$ cat src/design/vad_pkg.sv
// Shared types and constants for the voice activity decision block.
`timescale 1ns / 1ps
`default_nettype none
package vad_pkg;

	localparam int NUM_FEAT = 4;

	typedef logic [15:0] feat_t;
	typedef logic [1:0]  op_t;

	// operation codes
	localparam op_t OP_CALIB   = 2'd0;
	localparam op_t OP_DETECT  = 2'd1;
	localparam op_t OP_RESTART = 2'd2;
	localparam op_t OP_UNUSED  = 2'd3;

	// register indexes (paddr[3:2])
	localparam logic [1:0] REG_WEIGHTS = 2'd0;
	localparam logic [1:0] REG_MARGINS = 2'd1;
	localparam logic [1:0] REG_RATIO   = 2'd2;

	localparam logic [31:0] WEIGHTS_RST = 32'h4040_4040;
	localparam logic [31:0] MARGINS_RST = 32'h1818_1818;
	localparam logic [7:0]  RATIO_RST   = 8'd128;

	// energy, centroid, crossing, variance
	localparam feat_t LIMIT_RST [NUM_FEAT] = '{16'd328, 16'd1000, 16'd655, 16'd26};
	localparam feat_t LIMIT_FLOOR [NUM_FEAT] = '{16'd131, 16'd800, 16'd328, 16'd13};

	// vote threshold on the weight sum, Q0.8
	localparam logic [9:0] VOTE_LEVEL = 10'd128;

endpackage
`default_nettype wire

$ cat src/design/vad_sort_cell.sv
// One cell of the insertion-sort row: holds a value; if > x, on insert takes left's or x.
`timescale 1ns / 1ps
`default_nettype none
module vad_sort_cell
	import vad_pkg::*;
(
	input  wire   clk,
	input  wire   insert,
	input  wire   valid,
	input  feat_t x,
	input  wire   left_gt,
	input  feat_t left_val,
	output logic  gt,
	output feat_t val
);

	feat_t val_q;

	// empty cells act as +infinity
	assign gt  = !valid || (val_q > x);
	assign val = val_q;

	always_ff @(posedge clk) begin
		if (insert && gt) begin
			val_q <= left_gt ? left_val : x;
		end
	end

endmodule
`default_nettype wire

$ cat src/design/vad_sort_lane.sv
// Sorted row of cells for one feature plus the percentile threshold math.
`timescale 1ns / 1ps
`default_nettype none
module vad_sort_lane
	import vad_pkg::*;
#(
	parameter int N = 64,
	localparam int CNT_W = $clog2(N + 1)
) (
	input  wire               clk,
	input  wire               insert,
	input  wire  [CNT_W-1:0]  count,
	input  feat_t             x,
	input  wire  [7:0]        margin,
	input  feat_t             floor_val,
	output feat_t             limit
);

	localparam int RANK = (95 * (N - 1)) / 100;

	logic  gt  [N];
	feat_t val [N];

	for (genvar i = 0; i < N; i++) begin : g_cell
		logic  lgt;
		feat_t lval;
		if (i == 0) begin : g_head
			assign lgt  = 1'b0;
			assign lval = x;
		end else begin : g_body
			assign lgt  = gt[i-1];
			assign lval = val[i-1];
		end
		vad_sort_cell u_cell (
			.clk     (clk),
			.insert  (insert),
			.valid   (CNT_W'(i) < count),
			.x       (x),
			.left_gt (lgt),
			.left_val(lval),
			.gt      (gt[i]),
			.val     (val[i])
		);
	end

	logic [23:0] prod;
	logic [19:0] scaled;
	feat_t       sat;

	always_comb begin
		prod   = 24'(val[RANK]) * 24'(margin);
		scaled = prod[23:4];
		sat    = (scaled > 20'hFFFF) ? 16'hFFFF : scaled[15:0];
		limit  = (sat > floor_val) ? sat : floor_val;
	end

endmodule
`default_nettype wire

$ cat config.mk
export PLATFORM = sky130hd
export DESIGN_NAME = vad_sort_lane
export DESIGN_NICKNAME = d
export VERILOG_FILES = /design/src/design/vad_pkg.sv /design/src/design/vad_sort_cell.sv /design/src/design/vad_sort_lane.sv
export SDC_FILE = /design/constraint.sdc
export NUM_CORES = 2
export LEC_CHECK = 0
export BUFFER_PORTS_ARGS = -buffer_cell sky130_fd_sc_hd__buf_2
export CORE_MARGIN = 2
export CORE_UTILIZATION = 55
export DETAILED_ROUTE_END_ITERATION = 10
export PLACE_DENSITY = 0.71
export SLEW_MARGIN = 20
export SYNTH_ARGS = -nofsm -noshare
export SYNTH_HDL_FRONTEND = slang
export SYNTH_SLANG_ARGS = --single-unit
$ cat constraint.sdc
create_clock -name clk -period 15.5 [get_ports clk]
set_input_delay 3.1 -clock clk [delete_from_list [all_inputs] [get_ports clk]]
set_output_delay 3.1 -clock clk [all_outputs]
set_load 0.1 [all_outputs]
## Yosys cells after proc, flatten, opt, wreduce, memory -nomap -nowiden

Cells that the tools add are included.

- $add $sub $neg: 0
- $mul: 1
- Divide/modulo/power cells: 0
- Magnitude comparators: 122
- Equality and inequality tests: 0
- Shifts and indexed selects: 0
- Mux-type cells: 61
- Bitwise logic cells: 0
- Reductions and logical operators: 180

Operator list:

| kind | number |
|---|---|
| greater-than comparator 16 bit | 61 |
| 2-to-1 mux 16 bit | 61 |
| less-than comparator 6 x 7 -> 1 bit (first input constant) | 28 |
| less-than comparator 5 x 7 -> 1 bit (first input constant) | 16 |
| logical AND 1 bit | 60 |
| zero test 1 bit | 60 |
| logical OR 1 bit | 60 |
| less-than comparator 4 x 7 -> 1 bit (first input constant) | 8 |
| less-than comparator 3 x 7 -> 1 bit (first input constant) | 4 |
| multiplier 16 x 8 -> 24 bit | 1 |
| greater-than comparator 20 x 16 -> 1 bit (second input constant) | 1 |
| less-than comparator 1 x 7 -> 1 bit (first input constant) | 2 |
| less-than comparator 2 x 7 -> 1 bit (first input constant) | 2 |

- Register bits after elaboration: 960
- Bits in latches: 0
- RAM bits: 0
- ROM bits: 0
- Input port bits: 49
- Output and inout bits: 16
- Word-level logic and storage cells: 424
- Memories: 0

## Depth between registers and ports, before layout

- Depth in word-level cells: 5
- Depth in mapped cells: 31
- Gate-level depth less buffers: 27

## Cells and area by module

From an unflattened synthesis, not the netlist that was laid out.

- Cell total of the unflattened synthesis: 7314
- Area, all modules: 71084.4 um^2

By module, submodules not included:

| module | instances | cells an instance | area each (um^2) | sequential area each (um^2) |
|---|---|---|---|---|
| vad_sort_cell at g_cell[0].u_cell ... | 59 | 110 | 1093.5 | 480.5 |
| vad_sort_lane | 1 | 715 | 5491.5 | 0.0 |
| vad_sort_cell at g_cell[52].u_cell | 1 | 109 | 1073.5 | 480.5 |

## Worst setup path before layout

Ideal clock, no wire load.

- Kind: input to output
- Start: input port margin[7]
- End: output port limit[10]
- Arrival: 10638 ps
- Required time: 12400 ps
- Slack: 1762 ps
- Stages: 28
- Buffers on the path: 3
- Cells stage by stage: clkbuf_1 -> nand2_1 -> fa_1 -> fa_1 -> inv_1 -> fa_1 -> inv_1 -> fa_1 -> inv_1 -> ha_1 -> a21oi_1 -> o22ai_1 -> a211oi_2 -> o211ai_1 -> o211a_1 -> nor4_1 -> and2_4 -> buf_4 -> nand2_1 -> ha_1 -> nand4_1 -> or3_1 -> a21oi_1 -> nor3_1 -> a21oi_1 -> clkbuf_1 -> nor2_1 -> a31oi_1

- Cells in the longest elaborated chain, start to end: 5

Ends and longest elaborated chain:

| item | line | text |
|---|---|---|
| from (decl) | vad_sort_lane.sv:14 | `input wire [7:0] margin,` |
| multiplier 16 x 8 -> 24 bit (*) | vad_sort_lane.sv:51 | `prod = 24'(val[RANK]) * 24'(margin);` |
| greater-than comparator 20 x 16 -> 1 bit | vad_sort_lane.sv:53 | `sat = (scaled > 20'hFFFF) ? 16'hFFFF : scaled[15:0];` |
| 2-to-1 mux 16 bit (*) | vad_sort_lane.sv:53 |  |
| greater-than comparator 16 bit | vad_sort_lane.sv:54 | `limit = (sat > floor_val) ? sat : floor_val;` |
| 2-to-1 mux 16 bit (*) | vad_sort_lane.sv:54 |  |
| to (decl) | vad_sort_lane.sv:16 | `output feat_t limit` |

Mark *: on every way between the ends. The rest lies on a longest branch, timed or not.

## Final worst setup path

- Start: input port margin[7]
- End: output port limit[8]

The elaborated chain is that of the path after synthesis.

==> flow_summary_export.csv <==
group,metric,value,unit
yosys,synth_edf_count,960,
grt,grt_pass1_wl,322000,microns
place,globalplace.congestion,0.877,
route,drt-total-wl,210000,microns
min_path,hp-start,"g_cell[30].u_cell.val[12]",
yosys,yosysWarnings,0,
route,vias_per_cell,6.78,
route,route.antenna.remaining_nets,0,
timing,worst-slew-pin-transition,1210,ps
layout,largest_register_ffs,960,
clocking,clock_latency,760,ps
clocking,holdBufCountCts,0,
layout,layout_commonest_cell,"ha_1",
pwr,powerDensity,129,mW/mm^2
floorplanning,die_w,371,microns
floorplanning,fp.dieArea,0.138,sq mm
yosys,yosysSeqAreaShare,38.9,%
layout,syn2layout_area_growth,7.52,%
pwr,seqPwrFrac,34.6,%
floorplanning,row_count,134,
yosys,synth_cells,6741,
timing,fin_skew,39.7,ps
floorplanning,core-area,0.134,sq mm
place,port_buffers,64,
yosys,synth_ff_type,"edfxtp_1",
critical_path,cpPeakStageDelay,560,ps
critical_path,reg2reg_slack,12030,ps
place,placedCellCount,8300,
min_path,hp-class,"reg2reg",
critical_path,r2r-start,"g_cell[20].u_cell.val[1]",
pwr,swShare,38.8,%
clocking,clkTransAtPathRegs,60,ps
pwr,power.internal,6.28,mW
clocking,cts_buffers,110,
layout,nNetsFinal,7796,
route,drtPass1Iterations,8,
critical_path,startpoint_type,"primary input",
critical_path,worstSetupPathType,"in2out",
pwr,pwr-share-clk,25.4,%
timing,min_period_over_period,88.8,%
pwr,total_power,10.3,mW
route,drtIter0Drc,5707,
critical_path,end_kind,"output pin",
run_status,status,"finished clean",
pwr,power_switching,3.99,mW
pwr,p_leak,31.1,nW
grt,grt_use_total,29.9,%
timing,rsz0062_at_grt,"false",
timing,setup_violations,0,
clocking,cts_tree,"built",
layout,drive_gt1_share,17.1,%
floorplanning,start_util,55.5,%
yosys,syn_avg_cell_area,11.0,sq um
grt,first_global_vias,55767,
critical_path,r2r_cells,9,
timing,setup_tns,0,ps
clocking,clock_sinks,960,
route,drc,0,
grt,grt_max_degree,105,
critical_path,cp_max_fo,32,
pwr,ir_worst_vdd,0.000311,V
clocking,cts_root_buffer,"clkbuf_16",
timing,max_freq,72.7,MHz
yosys,synth_area,0.0742,sq mm
place,post-place-ws,1420,ps
timing,min_period,13760,ps
critical_path,cp.arrival,10660,ps
grt,overflow,0,
yosys,ys_types,91,
layout,final_util,59.7,%
clocking,clk_path_buf_depth,3,
clocking,htreeDepth,3,
clocking,post-cts-setup-buffers,0,
yosys,synth_fp_nets,7891,
place,hpwl,134000,microns
layout,fin_cells,8505,
timing,finalMaxSlewViolations,0,
timing,relSlewSlack,18.8,%
layout,final_cell_mix,"ha_1 (1,017), edfxtp_1 (960), mux2_2 (605)",
yosys,yosys_register_bits,960,
route,routedWlPerCell,24.6,microns
clocking,cts_resized,0,
grt,antenna_found_initial,3,
run,cap_violations,0,
timing,final-hold-violation-count,0,
critical_path,timing.rr.end,"g_cell[20].u_cell.val[0]",
min_path,hold_depth,1,
min_path,whs_endpoint,"g_cell[31].u_cell.val[12]",
pwr,combPwrFrac,39.9,%
critical_path,critPathRequiredTime,12400,ps
layout,antenna_cells,0,
floorplanning,ios,65,
yosys,synthArstFlopShare,0,%
critical_path,cp_slowest_cell,"a21oi_4",
route,vias,57706,
timing,setup_slack,1740,ps
floorplanning,dieHeight,371,microns
[power by group through the flow]
stage	clock [mW]	sequential [mW]	combinational, mW
6_report	2.61	3.56	4.10
5_1_grt	2.74	3.58	4.53
4_1_cts	2.63	3.55	4.07
3_5_place_dp	0	3.59	4.04
3_3_place_gp	0	3.59	3.93
2_1_floorplan	0	3.49	3.22
[through the flow]
step / instance area, sq um / hold slack [ps]
2_1_floorplan: 74200 / 533
6_report: 79800 / 574
3_3_place_gp: 76000 / 562
3_5_place_dp: 76100 / 555
5_1_grt: 79800 / 584
4_1_cts: 79600 / 571
[worst max-delay path, delay by kind of cell]
kind | cells | cell delay (ps)
adder cells (fa/ha/maj) | 6 | 2800
AND/OR/NAND/NOR | 8 | 1790
buffers and inverters | 6 | 850
AO/OA/AOI/OAI | 8 | 2090
[routing by layer]
| layer | vias to the layer above | GRT usage, % | routed length, microns |
|---|---|---|---|
| met2 | 2766 | 46.4 | 92400 |
| met1 | 28272 | 42.0 | 88300 |
| met5 | - | 0 | 0 |
| met3 | 482 | 5.62 | 21300 |
| li1 | 26186 | - | - |
| met4 | 0 | 10.4 | 7660 |
[how the worst max path moves through the flow]
stage,startpoint,end,slack [ps],depth (start not counted)
after floorplan,margin[7],limit[10],1760,28
after global placement,margin[7],limit[6],1540,28
after detailed placement,margin[7],limit[8],1420,28
after CTS,margin[7],limit[8],1440,28
after global routing,margin[7],limit[8],1290,28
final,margin[7],limit[8],1740,28
[synthesized netlist by cell type, drive strengths merged (4+ instances only)]
cell | n | area (sq um)
nand2b | 26 | 163
a31oi | 244 | 1550
or4 | 4 | 33.8
buf | 93 | 691
o311ai | 86 | 753
mux2 | 688 | 7910
o31ai | 8 | 60.1
nor2b | 80 | 500
o41ai | 4 | 91.3
o31a | 9 | 78.8
nor4 | 17 | 113
or2 | 7 | 46.3
o21a | 131 | 983
a22o | 137 | 1200
a21boi | 9 | 67.6
nor3 | 118 | 618
a2111oi | 11 | 135
o21ai | 312 | 1610
xnor2 | 8 | 70.1
nand3 | 447 | 2240
a22oi | 5 | 52.6
nand4 | 179 | 1120
xor2 | 8 | 70.1
ha | 1017 | 12700
o211ai | 216 | 1620
or3 | 5 | 36.3
and4 | 18 | 158
o221ai | 4 | 47.6
a221oi | 6 | 65.1
and3 | 20 | 130
inv | 219 | 822
edfxtp | 960 | 28800
clkbuf | 303 | 1140
nand2 | 385 | 1450
a211oi | 32 | 250
o22ai | 9 | 56.3
fa | 84 | 1680
a21o | 209 | 1570
a311o | 31 | 310
nor2 | 210 | 803
a21oi | 225 | 1250
and2 | 130 | 816
[area by class of cell]
class                      count  area (sq um)
inverter                     219           860
tap                         1768          2210
multi-input combinational   5166         43000
fill                       10572         53900
clock buffer                 129          2820
sequential                   960         28800
timing repair buffer         189          1330
clock inverter                74           722
[cells by family after synthesis]
group / Yosys count / synth area share [%]
and+or+nand+nor: 1650 / 11.1
xor gates and xnor gates: 16 / 0.189
AOI/OAI and AO/OA: 1711 / 16.2
muxes: 688 / 10.7
buffers and inverters: 615 / 3.57
DFF: 960 / 38.9
adders and majority gates: 1101 / 19.4
Note: power is estimated with default switching activity, not from simulation.
